===== src/hdl/sjfq_pkg.sv =====
// types, codes and control bundles shared by the shortest-job-first queue
`timescale 1ns / 1ps
`default_nettype none

package sjfq_pkg;

   localparam logic CMD_PUSH = 1'b0;
   localparam logic CMD_POP  = 1'b1;

   localparam logic [1:0] ST_OK    = 2'd0;
   localparam logic [1:0] ST_FULL  = 2'd1;
   localparam logic [1:0] ST_EMPTY = 2'd2;

   typedef struct packed {
      logic [7:0]  id;
      logic [15:0] duration;
      logic [2:0]  priority_lvl;
   } entry_type;

   typedef struct packed {
      logic load;
      logic scan_rd;
      logic scan_end;
      logic copy_rd;
      logic commit;
      logic reply;
   } dp_cmd_type;

   typedef struct packed {
      logic start_scan;
      logic scan_last;
      logic copy_done;
      logic rsp_free;
   } dp_status_type;

endpackage

`default_nettype wire


===== src/hdl/sjfq_datapath.sv =====
// queue memory, pointers, minimum search and response register
`timescale 1ns / 1ps
`default_nettype none

module sjfq_datapath import sjfq_pkg::*; #(
   parameter int QUEUE_DEPTH = 16
) (
   input  wire logic          clock,
   input  wire logic          reset,
   input  wire dp_cmd_type    cmd,
   output dp_status_type      status,
   input  wire logic          req_cmd,
   input  wire logic [7:0]    req_job_id,
   input  wire logic [15:0]   req_job_duration,
   input  wire logic [2:0]    req_job_priority,
   input  wire logic          rsp_stall,
   output logic               rsp_valid,
   output logic [1:0]         rsp_status,
   output logic [7:0]         rsp_out_id,
   output logic [15:0]        rsp_out_duration,
   output logic [2:0]         rsp_out_priority,
   output logic [4:0]         rsp_jobs_left
);

   localparam int PW = $clog2(QUEUE_DEPTH);
   localparam int CW = $clog2(QUEUE_DEPTH + 1);
   localparam logic [PW-1:0] LAST_PTR = PW'(QUEUE_DEPTH - 1);
   localparam logic [CW-1:0] FULL_CNT = CW'(QUEUE_DEPTH);

   function automatic logic [PW-1:0] next_ptr(input logic [PW-1:0] p);
      return (p == LAST_PTR) ? '0 : p + PW'(1);
   endfunction

   entry_type mem [QUEUE_DEPTH];

   logic [PW-1:0] head_ff, head_in, tail_ff, tail_in;
   logic [CW-1:0] count_ff, count_in;
   logic [PW-1:0] scan_ptr_ff, scan_ptr_in, scan_idx_ff, scan_idx_in, scan_i_ff;
   logic [PW-1:0] src_ptr_ff, src_ptr_in, dst_ptr_ff, dst_ptr_in;
   logic [PW-1:0] copy_idx_ff, copy_idx_in, pick_ff, pick_in;
   logic          scan_v_ff, cp_v_ff;
   entry_type     best_ff, best_in, rd_data_ff;
   logic [1:0]    res_status_ff, res_status_in;
   logic          rsp_valid_ff, rsp_valid_in;
   logic [1:0]    rsp_status_ff;
   entry_type     rsp_entry_ff;
   logic [4:0]    rsp_jobs_ff;

   logic          full, empty, is_pop, push_ok;
   logic          wr_en;
   logic [PW-1:0] wr_addr, rd_addr;
   entry_type     wr_data;
   logic [CW+4:0] count_wide;

   assign full    = (count_ff == FULL_CNT);
   assign empty   = (count_ff == '0);
   assign is_pop  = (req_cmd == CMD_POP);
   assign push_ok = cmd.load && !is_pop && !full;
   assign count_wide = {5'd0, count_ff};

   assign status.start_scan = is_pop && !empty;
   assign status.scan_last  = (CW'(scan_idx_ff) == count_ff - CW'(1));
   assign status.copy_done  = (copy_idx_ff == pick_ff);
   assign status.rsp_free   = !rsp_valid_ff || !rsp_stall;

   always_comb begin
      head_in       = head_ff;
      tail_in       = tail_ff;
      count_in      = count_ff;
      scan_ptr_in   = scan_ptr_ff;
      scan_idx_in   = scan_idx_ff;
      src_ptr_in    = src_ptr_ff;
      dst_ptr_in    = dst_ptr_ff;
      copy_idx_in   = copy_idx_ff;
      pick_in       = pick_ff;
      best_in       = best_ff;
      res_status_in = res_status_ff;
      rsp_valid_in  = rsp_valid_ff;

      if (cmd.load) begin
         scan_ptr_in = head_ff;
         scan_idx_in = '0;
         if (!is_pop) begin
            res_status_in = full ? ST_FULL : ST_OK;
         end else begin
            res_status_in = empty ? ST_EMPTY : ST_OK;
         end
         if (!(is_pop && !empty)) begin
            best_in = '0;
         end
         if (push_ok) begin
            tail_in  = next_ptr(tail_ff);
            count_in = count_ff + CW'(1);
         end
      end

      if (cmd.scan_rd) begin
         scan_ptr_in = next_ptr(scan_ptr_ff);
         scan_idx_in = scan_idx_ff + PW'(1);
      end

      if (scan_v_ff && (scan_i_ff == '0 || rd_data_ff.duration < best_ff.duration)) begin
         best_in = rd_data_ff;
         pick_in = scan_i_ff;
      end

      if (cmd.scan_end) begin
         src_ptr_in  = head_ff;
         dst_ptr_in  = tail_ff;
         copy_idx_in = '0;
      end

      if (cmd.copy_rd) begin
         src_ptr_in  = next_ptr(src_ptr_ff);
         copy_idx_in = copy_idx_ff + PW'(1);
      end

      if (cp_v_ff) begin
         dst_ptr_in = next_ptr(dst_ptr_ff);
      end

      if (cmd.commit) begin
         head_in  = next_ptr(src_ptr_ff);
         tail_in  = dst_ptr_ff;
         count_in = count_ff - CW'(1);
      end

      if (cmd.reply) begin
         rsp_valid_in = 1'b1;
      end else if (rsp_valid_ff && !rsp_stall) begin
         rsp_valid_in = 1'b0;
      end
   end

   // rotated entries land behind the tail, one word per cycle
   assign wr_en   = push_ok || cp_v_ff;
   assign wr_addr = cp_v_ff ? dst_ptr_ff : tail_ff;
   assign wr_data = cp_v_ff ? rd_data_ff : entry_type'{req_job_id, req_job_duration,
                                                        req_job_priority};
   assign rd_addr = cmd.scan_rd ? scan_ptr_ff : src_ptr_ff;

   always_ff @(posedge clock) begin
      if (wr_en) begin
         mem[wr_addr] <= wr_data;
      end
      if (cmd.scan_rd || cmd.copy_rd) begin
         rd_data_ff <= mem[rd_addr];
      end
   end

   always_ff @(posedge clock) begin
      if (reset) begin
         head_ff      <= '0;
         tail_ff      <= '0;
         count_ff     <= '0;
         scan_v_ff    <= 1'b0;
         cp_v_ff      <= 1'b0;
         rsp_valid_ff <= 1'b0;
      end else begin
         head_ff      <= head_in;
         tail_ff      <= tail_in;
         count_ff     <= count_in;
         scan_v_ff    <= cmd.scan_rd;
         cp_v_ff      <= cmd.copy_rd;
         rsp_valid_ff <= rsp_valid_in;
      end
   end

   always_ff @(posedge clock) begin
      scan_ptr_ff   <= scan_ptr_in;
      scan_idx_ff   <= scan_idx_in;
      scan_i_ff     <= scan_idx_ff;
      src_ptr_ff    <= src_ptr_in;
      dst_ptr_ff    <= dst_ptr_in;
      copy_idx_ff   <= copy_idx_in;
      pick_ff       <= pick_in;
      best_ff       <= best_in;
      res_status_ff <= res_status_in;
      if (cmd.reply) begin
         rsp_status_ff <= res_status_ff;
         rsp_entry_ff  <= best_ff;
         rsp_jobs_ff   <= count_wide[4:0];
      end
   end

   assign rsp_valid        = rsp_valid_ff;
   assign rsp_status       = rsp_status_ff;
   assign rsp_out_id       = rsp_entry_ff.id;
   assign rsp_out_duration = rsp_entry_ff.duration;
   assign rsp_out_priority = rsp_entry_ff.priority_lvl;
   assign rsp_jobs_left    = rsp_jobs_ff;

endmodule

`default_nettype wire


===== src/hdl/sjfq_controller.sv =====
// sequencer for push, minimum scan, rotation copy and reply
`timescale 1ns / 1ps
`default_nettype none

module sjfq_controller import sjfq_pkg::*; (
   input  wire logic          clock,
   input  wire logic          reset,
   input  wire logic          req_valid,
   output logic               req_stall,
   input  wire dp_status_type status,
   output dp_cmd_type         cmd
);

   typedef enum logic [2:0] {
      S_IDLE,
      S_SCAN,
      S_SCAN_END,
      S_COPY,
      S_COMMIT,
      S_REPLY
   } state_type;

   state_type state_ff, state_in;

   always_comb begin
      state_in = state_ff;
      cmd      = '0;
      unique case (state_ff)
         S_IDLE: begin
            cmd.load = req_valid;
            if (req_valid) begin
               state_in = status.start_scan ? S_SCAN : S_REPLY;
            end
         end
         S_SCAN: begin
            cmd.scan_rd = 1'b1;
            if (status.scan_last) begin
               state_in = S_SCAN_END;
            end
         end
         S_SCAN_END: begin
            cmd.scan_end = 1'b1;
            state_in     = S_COPY;
         end
         S_COPY: begin
            cmd.copy_rd = !status.copy_done;
            if (status.copy_done) begin
               state_in = S_COMMIT;
            end
         end
         S_COMMIT: begin
            cmd.commit = 1'b1;
            state_in   = S_REPLY;
         end
         S_REPLY: begin
            cmd.reply = status.rsp_free;
            if (status.rsp_free) begin
               state_in = S_IDLE;
            end
         end
         default: begin
            state_in = S_IDLE;
         end
      endcase
   end

   assign req_stall = (state_ff != S_IDLE);

   always_ff @(posedge clock) begin
      if (reset) begin
         state_ff <= S_IDLE;
      end else begin
         state_ff <= state_in;
      end
   end

endmodule

`default_nettype wire


===== src/hdl/shortest_job_first_queue.sv =====
// Shortest-job-first queue: holds up to QUEUE_DEPTH jobs in a circular buffer
// in one memory with one read and one write port. A push, or a pop on an empty
// queue, goes from acceptance straight to the reply state, which registers the
// response word. On a successful pop, with n queued jobs and the shortest job p
// places from the head, the memory read port scans all n entries for the first
// minimum, then copies the p jobs ahead of it behind the tail one word per
// cycle before the head pointer moves past the picked job.
// One request word is worked on at a time; the next is taken while a finished
// response word still waits on rsp_stall.
`timescale 1ns / 1ps
`default_nettype none

module shortest_job_first_queue import sjfq_pkg::*; #(
   parameter int QUEUE_DEPTH = 16
) (
   input  wire logic        clock,
   input  wire logic        reset,
   input  wire logic        req_valid,
   output logic             req_stall,
   input  wire logic        req_cmd,
   input  wire logic [7:0]  req_job_id,
   input  wire logic [15:0] req_job_duration,
   input  wire logic [2:0]  req_job_priority,
   output logic             rsp_valid,
   input  wire logic        rsp_stall,
   output logic [1:0]       rsp_status,
   output logic [7:0]       rsp_out_id,
   output logic [15:0]      rsp_out_duration,
   output logic [2:0]       rsp_out_priority,
   output logic [4:0]       rsp_jobs_left
);

   dp_cmd_type    dp_cmd;
   dp_status_type dp_status;

   sjfq_controller u_ctrl (
      .clock     (clock),
      .reset     (reset),
      .req_valid (req_valid),
      .req_stall (req_stall),
      .status    (dp_status),
      .cmd       (dp_cmd)
   );

   sjfq_datapath #(
      .QUEUE_DEPTH (QUEUE_DEPTH)
   ) u_dp (
      .clock            (clock),
      .reset            (reset),
      .cmd              (dp_cmd),
      .status           (dp_status),
      .req_cmd          (req_cmd),
      .req_job_id       (req_job_id),
      .req_job_duration (req_job_duration),
      .req_job_priority (req_job_priority),
      .rsp_stall        (rsp_stall),
      .rsp_valid        (rsp_valid),
      .rsp_status       (rsp_status),
      .rsp_out_id       (rsp_out_id),
      .rsp_out_duration (rsp_out_duration),
      .rsp_out_priority (rsp_out_priority),
      .rsp_jobs_left    (rsp_jobs_left)
   );

endmodule

`default_nettype wire


===== config.mk =====
export PLATFORM = sky130hd
export DESIGN_NAME = shortest_job_first_queue
export DESIGN_NICKNAME = d
export VERILOG_FILES = /design/src/hdl/sjfq_pkg.sv /design/src/hdl/sjfq_datapath.sv /design/src/hdl/sjfq_controller.sv /design/src/hdl/shortest_job_first_queue.sv
export SDC_FILE = /design/constraint.sdc
export NUM_CORES = 1
export LEC_CHECK = 0
export ABC_AREA = 0
export BUFFER_PORTS_ARGS = -buffer_cell sky130_fd_sc_hd__buf_4
export CORE_MARGIN = 2
export CORE_UTILIZATION = 50
export DETAILED_ROUTE_END_ITERATION = 8
export HOLD_SLACK_MARGIN = 0.03
export PLACE_DENSITY = 0.66
export SLEW_MARGIN = 40
export SYNTH_ARGS = -nofsm -noshare
export SYNTH_HDL_FRONTEND = slang
export SYNTH_SLANG_ARGS = --single-unit

===== constraint.sdc =====
create_clock -name clock -period 9.8 [get_ports clock]
set_input_delay 1.47 -clock clock [delete_from_list [all_inputs] [get_ports clock]]
set_output_delay 1.47 -clock clock [all_outputs]
set_load 0.005 [all_outputs]

After elaboration in Yosys (flattened, before gate mapping)

Memories as Yosys holds them, arrays and structs flattened. A register that Yosys moved wholly into a read port is not among the register bits.
Index checks and enable logic that the tools add are counted.

Eq/ne operators: 17
$lt $le $gt $ge: 1
Mux-type cells: 45
Reductions and logical operators: 29
Add/sub/neg operators: 8

Operator list:

| cell                                                                     | number |
|---|---|
| 27-bit two-way mux                                                       | 4 |
| 4-bit two-way mux                                                        | 19 |
| 4-bit by 1-bit adder with 4-bit output (second input constant)           | 6 |
| 3-bit one-hot mux with 6 select lines                                    | 1 |
| 4-bit equality test (second input constant)                              | 4 |
| 16-bit less-than comparator                                              | 1 |
| 3-bit two-way mux                                                        | 5 |
| 5-bit two-way mux                                                        | 3 |
| 2-bit nonzero test                                                       | 7 |
| 1-bit two-way mux                                                        | 11 |
| 3-bit by 2-bit equality test with 1-bit output (second input constant)   | 2 |
| 3-bit equality test (second input constant)                              | 2 |
| 1-bit zero test                                                          | 6 |
| 2-bit by 1-bit inequality test with 1-bit output (second input constant) | 3 |
| 5-bit by 1-bit adder with 5-bit output (second input constant)           | 1 |
| 4-bit by 5-bit equality test with 1-bit output                           | 1 |
| 5-bit equality test (second input constant)                              | 1 |
| 1-bit logical AND                                                        | 5 |
| 5-bit zero test                                                          | 1 |
| 5-bit by 1-bit subtractor with 5-bit output (second input constant)      | 1 |
| 4-bit equality test                                                      | 1 |
| 4-bit zero test                                                          | 1 |
| 1-bit logical OR                                                         | 4 |
| 2-bit two-way mux                                                        | 2 |
| 6 further kinds                                                          | 8 |

Memories: 1
Bits in registers: 110
RAM bits: 432
Logic and storage cells: 124

Memory list:

| memory   | depth | bits a word | read ports | clocked after memory_dff | write ports | line                | RTL |
|---|---|---|---|---|---|---|---|
| u_dp.mem | 16    | 27          | 1          | 1                        | 1           | sjfq_datapath.sv:34 | `entry_type mem [QUEUE_DEPTH];` |

Logic depth before layout (Yosys ltp)

Gate-level depths: netlist of the first run.

Depth in word-level cells: 7
Gate-level depth with buffers: 9

By module

From an unflattened synthesis of the first run, not the netlist that was laid out.

Cells, all modules: 1207
Area, all modules: 22710.5 sq um

Modules (own cells, without submodules):

| module          | times used | seq. area each (sq um) | cells an instance | area each (sq um) |
|---|---|---|---|---|
| sjfq_datapath   | 1          | 16796.1                | 1172              | 22470.3 |
| sjfq_controller | 1          | 60.1                   | 35                | 240.2 |

Least setup slack after synthesis of the first run

No wires, ideal clock.

Kind: in2reg
Start point: input req_valid
End point: memory u_dp.mem[0][0] in the netlist's numbering, enable pin
Arrival time: 3.905 ns
Setup slack: 5.484 ns
Data required time: 9.389 ns
Library setup time: 0.411 ns
Cell stages on the path: 6
Path buffers: 1
Cells stage by stage: or4b_4 a311oi_2 buf_6 nand2_2 o32a_2 nor2_1

Longest elaborated chain between the ends: 6

RTL lines:

| element                                 | line                           | RTL |
|---|---|---|
| from (decl)                             | shortest_job_first_queue.sv:18 | `input wire logic req_valid,` |
| 1-bit two-way mux                       | sjfq_controller.sv:28          | `unique case (state_ff)` |
| 1-bit logical AND (2 in series)         | sjfq_datapath.sv:58            | `assign push_ok = cmd.load && !is_pop && !full;` |
| 1-bit logical OR                        | sjfq_datapath.sv:136           | `assign wr_en = push_ok \|\| cp_v_ff;` |
| 1-bit two-way mux                       | sjfq_datapath.sv:143           | `if (wr_en) begin` |
| 1-bit two-way mux (not written as such) | sjfq_datapath.sv:144           | `mem[wr_addr] <= wr_data;` |
| to (decl)                               | sjfq_datapath.sv:34            |  |

No other way between the ends.

Worst setup path after layout of the first run

Start point: register u_ctrl.state_ff[0]
End point: register u_dp.rd_data_ff[18] (netlist name)

Longest elaborated chain between the ends: 3
Elaborated cells on any way between the ends: 6

RTL lines:

| element                                                                                                          | line                                       | RTL |
|---|---|---|
| from (decl)                                                                                                      | sjfq_controller.sv:23                      | `state_type state_ff, state_in;` |
| from (signal assigned)                                                                                           | sjfq_controller.sv:73                      | `state_ff <= state_in;` |
| 3-bit by 1-bit equality test with 1-bit output or 3-bit by 2-bit equality test with 1-bit output (tied branches) | sjfq_controller.sv:28                      |  |
| 1-bit two-way mux                                                                                                | sjfq_controller.sv:28                      |  |
| 4-bit two-way mux or 1-bit logical OR (tied branches)                                                            | sjfq_datapath.sv:140, sjfq_datapath.sv:146 |  |

Several ways; a longest one is shown, not always the timed one.
A chain may end at the register's enable or synchronous reset.

==> out/metrics.cfg, run 1 <==
[setup_path]
setup.worst_path.end_class=flip-flop
cp_max_fo=60
worstSetupStartpointType=flip-flop
reg2reg_to=u_dp.rd_data_ff[18]$_DFFE_PP_
r2r_slack_ns=5.17
worstSetupPathType=reg2reg
cp.arrival_ns=5.01
reg2regPathDepth=9
cp_data_required_time_ns=10.17
timing.rr.start=u_ctrl.state_ff[0]$_SDFFE_PP0P_

[die]
initial_core_util_pct=50.7
coreArea_mm2=0.0514
die_x_um=232
num_rows=83
die_h_um=232
pin_count=68
design.die.area_mm2=0.0540

[sta]
relSlewSlack_pct=45.4
rsz0062_at_grt=false
totalNegativeSetupSlack_ns=0
period_needed_ns=4.63
clock_skew_ns=0.0193
drv_slew=0
max_freq_mhz=216
fin_crit_sh_pct=47.3
max_slew.worst_pin.slew_ns=0.820
hold_violations=0
setup_viol=0

[global_routing]
track_usage_pct=24.0
globalRouteOverflowTotal=0
grt_max_degree=61
grt_pass1_wl_um=95500
antenna_found_initial=2
grt_pass1_vias=15000

[min_path]
hold_end=u_dp.rsp_out_id[7]$_DFFE_PP_
worst_hold_startpoint=u_dp.best_ff[26]$_SDFFCE_PN0P_
whs_path_depth=0
hp-class=reg2reg

[route]
wl_um=63300
wire_per_inst_um=27.0
vias=15100
ant_nets=0
dr.pass1.iters=5
drt_iter0_drc=1814
via_per_inst=6.44
drc=0

[logic_synthesis]
synthCells=1553
synth_area_mm2=0.0261
synth-main-ff-cell=edfxtp_1
synth-async-reset-ratio_pct=0
syn_area_per_cell_um2=16.8
ys_seq_area_share_pct=64.6
ys_ff_latch=569
yosys_warnings=0
ys_types=61
synth_edf_count=546
syn_nets=1609

[power_and_ir_drop]
power.density_mw_per_mm2=201
leakagePower_nw=9.75
ir_drop_mv=0.148

[cts]
cts_setup_buffers=0
clock-sinks=569
cts_buffers=59
post_cts_resized=0
cts_tree=done
holdBufCountCts=0
h-tree-depth=2
path_clk_slew_ns=0.06
cts.path.max_buffers=3
clk_latency_ns=0.63
cts_root_buf=clkbuf_16

[status]
run_status=finished, final reports clean

[placed_design]
placed_cells=2237
place_congestion=0.803
io_buffers=67
post-dp-hpwl_um=41200

[flow_run]
max_cap_viol_count=0

[cells_and_area]
antennaDiodeCount=0
utilization_pct=58.1
area_growth_pct=14.5
final_cells=2346
drive_above_1_share_pct=29.6
fin_nets=1674

==> critical path, cell delays in order, from the launching register on <==
cell and delay [ns]:
dfxtp_1 0.57, nor3b_4 0.26, buf_4 0.60, buf_4 0.62, mux2i_4 0.32, buf_4 0.41, nor2b_2 0.74, buf_4 0.41
a32oi_1 0.16, and3_1 0.21
==> Yosys cell counts (10+ instances only) <==
cell	n	share of area [%]
xnor2_1	10	0.34
clkbuf_1	66	0.95
buf_2	32	0.61
nor2_1	45	0.65
inv_1	26	0.37
a211oi_1	28	0.81
mux2_2	31	1.3
a21boi_0	27	0.78
ha_1	24	1.2
xor2_1	12	0.40
a21oi_1	23	0.44
a32oi_1	26	0.87
nand2_1	221	3.2
mux4_2	216	19
dfxtp_1	23	1.8
edfxtp_1	546	63
o21ai_0	10	0.19
nand3_1	58	1.1
and3_1	30	0.72
==> metal layers <==
| layer | GRT usage, % | part of all wire, % | routed length, um | vias to the layer above |
|---|---|---|---|---|
| li1 | - | - | - | 6405 |
| met1 | 34.4 | 41 | 25900 | 7857 |
| met2 | 37.9 | 48 | 30200 | 736 |
| met3 | 4.15 | 8.8 | 5570 | 107 |
| met4 | 7.55 | 2.5 | 1610 | 0 |
| met5 | 0 | 0 | 0 | - |
==> worst max path at each step <==
stage,start,endpoint,slack [ns],cells after the start
floorplan,req_valid,u_dp.mem[0][0]$_DFFE_PP_,5.48,6
global placement,req_valid,u_dp.mem[13][11]$_DFFE_PP_,5.39,6
detailed placement,u_ctrl.state_ff[0]$_SDFFE_PP0P_,u_dp.rd_data_ff[17]$_DFFE_PP_,5.30,9
CTS,u_ctrl.state_ff[0]$_SDFFE_PP0P_,u_dp.rd_data_ff[18]$_DFFE_PP_,5.28,9
global route,u_ctrl.state_ff[0]$_SDFFE_PP0P_,u_dp.rd_data_ff[18]$_DFFE_PP_,4.98,9
finish,u_ctrl.state_ff[0]$_SDFFE_PP0P_,u_dp.rd_data_ff[18]$_DFFE_PP_,5.17,9
==> layout make-up <==
cell class | count | area (um^2)
multi-input combinational | 844 | 8830
clock inverter | 42 | 415
sequential | 569 | 16900
fill | 3738 | 21600
inverter | 27 | 101
tap | 680 | 851
timing repair buffer | 117 | 1250
clock buffer | 67 | 1540
==> flip-flops by register name, summed over array words and instances, names as in the netlist, 5 cells and up <==
signal                 cells
u_dp.best_ff              27
u_dp.count_ff              5
u_dp.mem                 432
u_dp.rd_data_ff           27
u_dp.rsp_jobs_left         5
u_dp.rsp_out_duration     16
u_dp.rsp_out_id            8
==> cells in the final DEF (no fill, tap or decap), drive strengths merged, types with 5 or more instances in the layout <==
cell and count:
mux4 216, nand2 222, clkinv 29, o21ai 10, nand4 5, a31oi 8, nor3b 6, nor2 45
a32oi 26, nor3 6, mux2 31, bufinv 8, xor2 12, a21boi 27, and3 30, inv 31
a22oi 5, a211oi 28, buf 117, ha 24, edfxtp 546, nand3 58, dfxtp 23, xnor2 10
a21oi 23, clkbuf 67
==> report_power, final <==
part	total, mW	switching [mW]	internal, mW
logic	0.844	0.478	0.366
clock network	2.28	0.944	1.33
registers	2.88	0.0920	2.79
==> stage by stage <==
stage                     setup slack, ns  power, mW  instance area, um^2  hold WS [ns]
after floorplan                      5.48       3.47                26100         0.400
after global placement               5.39       3.73                27300         0.401
after detailed placement             5.30       3.77                27900         0.405
after CTS                            5.28       6.03                29800         0.418
after global routing                 4.98       6.20                29800         0.420
final                                5.17       6.00                29800         0.415
==> kinds of logic after synthesis <==
family | share of synthesized area [%]
flip-flops | 64.6
XOR/XNOR | 0.739
adder cells (fa/ha/maj) | 1.15
AND/OR/NAND/NOR | 6.68
AO/OA/AOI/OAI | 4.36
buffers and inverters | 2.27
multiplexers | 20.1
Power figures use the tool's default switching activity.
==> run 2, diff against run 1 <==
- ABC_AREA: 0 -> 1
- clock period: 9.8 -> 4.7 ns (I/O delays scaled with it)
==> out/metrics.cfg, run 2 <==
[placed_design]
place_congestion=0.860
placed_cells=2882
place_ws_ns=1.53
post-dp-hpwl_um=35700
dpl_cell_area_mm2=0.0261
io_buffers=67

[cts]
cts.path.max_buffers=3
cts_setup_buffers=0
cts_buffers=57
clock-sinks=569
h-tree-depth=2
path_clk_slew_ns=0.06
cts_tree=done
post_cts_resized=0
clk_latency_ns=0.61
cts_root_buf=clkbuf_16
holdBufCountCts=0

[route]
vias=16700
dr.pass1.iters=5
drt_iter0_drc=2102
ant_nets=0
wire_per_inst_um=19.6
wl_um=58600
via_per_inst=5.59
drc=0

[cells_and_area]
final_common_cell=nand2_1
largest_reg_flops=432
fillers=3760
utilization_pct=58.4
stdcell_area_mm2=0.0280
area_growth_pct=14.8
regMostFlops=u_dp.mem
largestRegisters=u_dp.mem: 432 flops, u_dp.best_ff: 27 flops, u_dp.rd_data_ff: 27 flops
antennaDiodeCount=0
final_cells=2991
drive_above_1_share_pct=10.8
layout_common_cells=nand2_1, edfxtp_1, nand3_1
fin_nets=2384

[min_path]
worst_hold_startpoint=reset
whs_path_depth=2
hp-class=in2reg
hold_end=u_dp.count_ff[1]$_SDFFE_PP0P_

[flow_run]
max_cap_viol_count=0

[sta]
drv_slew=0
worst_slack_ns=1.64
totalNegativeSetupSlack_ns=0
setup_viol=0
whs_ns=0.361
max_freq_mhz=327
relSlewSlack_pct=42.3
clock_skew_ns=0.0144
hold_violations=0
fin_crit_sh_pct=65.1
period_needed_ns=3.06
max_slew.worst_pin.slew_ns=0.856
rsz0062_at_grt=false

[logic_synthesis]
ys_seq_area_share_pct=69.1
yosysMostFrequentCell=nand2_1
yosys_warnings=0
synthTopCellsByArea=edfxtp_1, nand2_1, nand3_1, inv_1, dfxtp_1
synth-async-reset-ratio_pct=0
synth_area_mm2=0.0244
synthCells=2263
syn_area_per_cell_um2=10.8
ys_types=32
synth_top_area_share_pct=67.2
synth_top_area_cell=edfxtp_1
syn_nets=2319
synth-main-ff-cell=edfxtp_1
synth.cells.most_frequent=nand2_1, edfxtp_1, nand3_1
ys_ff_latch=569
synth_edf_count=546

[die]
die_h_um=225
die_x_um=225
coreArea_mm2=0.0479
design.die.area_mm2=0.0506
num_rows=80
pin_count=68
initial_core_util_pct=50.9

[status]
run_status=finished, final reports clean

[setup_path]
reg2regPathDepth=11
worstSetupPathType=reg2reg
cp_slowest_cell=dfxtp_1
setup.worst_path.end_class=flip-flop
slowest_delay_ns=0.41
r2r_slack_ns=1.64
worstSetupStartpointType=flip-flop
cp_data_required_time_ns=5.07
cp.arrival_ns=3.43
reg2reg_to=u_dp.rd_data_ff[5]$_DFFE_PP_
timing.rr.start=u_ctrl.state_ff[1]$_SDFFE_PP0P_
cp_max_fo=112
path_cells=inv_2 > nand3_4 > inv_2 > nand2_8 > buf_12 > buf_16 > nand3_1 > nand3_1 > nand3_1 > nand3_1 > nand2_1
cp_common_cell=nand3_1

[global_routing]
grt_max_degree=181
track_usage_pct=23.3
gr-max-usage-layer=met1
grt_pass1_vias=15900
globalRouteOverflowTotal=0
grt_pass1_wl_um=89900
gr-usage-met1_pct=34.9
met2_usage_pct=34.9
met3_usage_pct=4.33
antenna_found_initial=0

[power_and_ir_drop]
ir_drop_mv=0.316
leakagePower_nw=11.3
power.density_mw_per_mm2=539
power_mw=15.1

==> run 2: changes by cell type in the layout (fill, tap and decap cells not counted), sizes merged, moves of 35 or more <==
cell	change
mux4	-216
nand2	+462
inv	+170
nor2	+35
nand3	+409
o21ai	+44
==> run 2: worst max-delay path by stage <==
stage / start / endpoint / slack, ns / depth (start not counted)
3_5_place_dp: req_valid / u_dp.mem[6][25]$_DFFE_PP_ / 1.53 / 7
5_1_grt: u_ctrl.state_ff[1]$_SDFFE_PP0P_ / u_dp.rd_data_ff[10]$_DFFE_PP_ / 1.46 / 11
2_1_floorplan: req_valid / u_dp.mem[0][0]$_DFFE_PP_ / 1.75 / 6
6_report: u_ctrl.state_ff[1]$_SDFFE_PP0P_ / u_dp.rd_data_ff[5]$_DFFE_PP_ / 1.64 / 11
3_3_place_gp: u_ctrl.state_ff[2]$_SDFFE_PP0P_ / u_dp.rd_data_ff[15]$_DFFE_PP_ / 1.30 / 6
4_1_cts: u_ctrl.state_ff[0]$_SDFFE_PP0P_ / u_dp.mem[6][7]$_DFFE_PP_ / 1.67 / 7
==> run 2: layer usage <==
metal / wire (um) / vias to the layer above
met3: 5410 / 85
met1: 25800 / 8058
met2: 26300 / 742
li1: - / 7844
met5: 0 / -
met4: 1140 / 0
==> run 2: logic make-up after synthesis <==
logic type                 share of synthesized area, %
adders and majority gates                          1.23
AOI/OAI and AO/OA                                  1.95
buffers and inverters                              5.53
and+or+nand+nor                                    21.6
DFF                                                69.1
muxes                                            0.0461
xor gates and xnor gates                          0.574
==> run 2: critical path, delay by kind of cell (launching register included) <==
family	cells	cell delay [ns]
and+or+nand+nor	7	1.19
DFF	1	0.41
buffers and inverters	4	0.95
==> run 2: power by group <==
part / total (mW) / internal (mW) / switching [mW]
Clock: 4.56 / 2.64 / 1.92
Sequential: 6.44 / 6.18 / 0.263
Combinational: 4.12 / 1.21 / 2.91
==> run 2: layout make-up <==
class / count / area, um^2 / share of cell area, %
Sequential cell: 569 / 16900 / 60.2
Inverter: 200 / 756 / 2.70
Clock inverter: 34 / 358 / 1.28
Clock buffer: 73 / 1530 / 5.45
Timing Repair Buffer: 130 / 1340 / 4.80
Multi-Input combinational cell: 1370 / 6410 / 22.9
Tap cell: 615 / 769 / 2.75
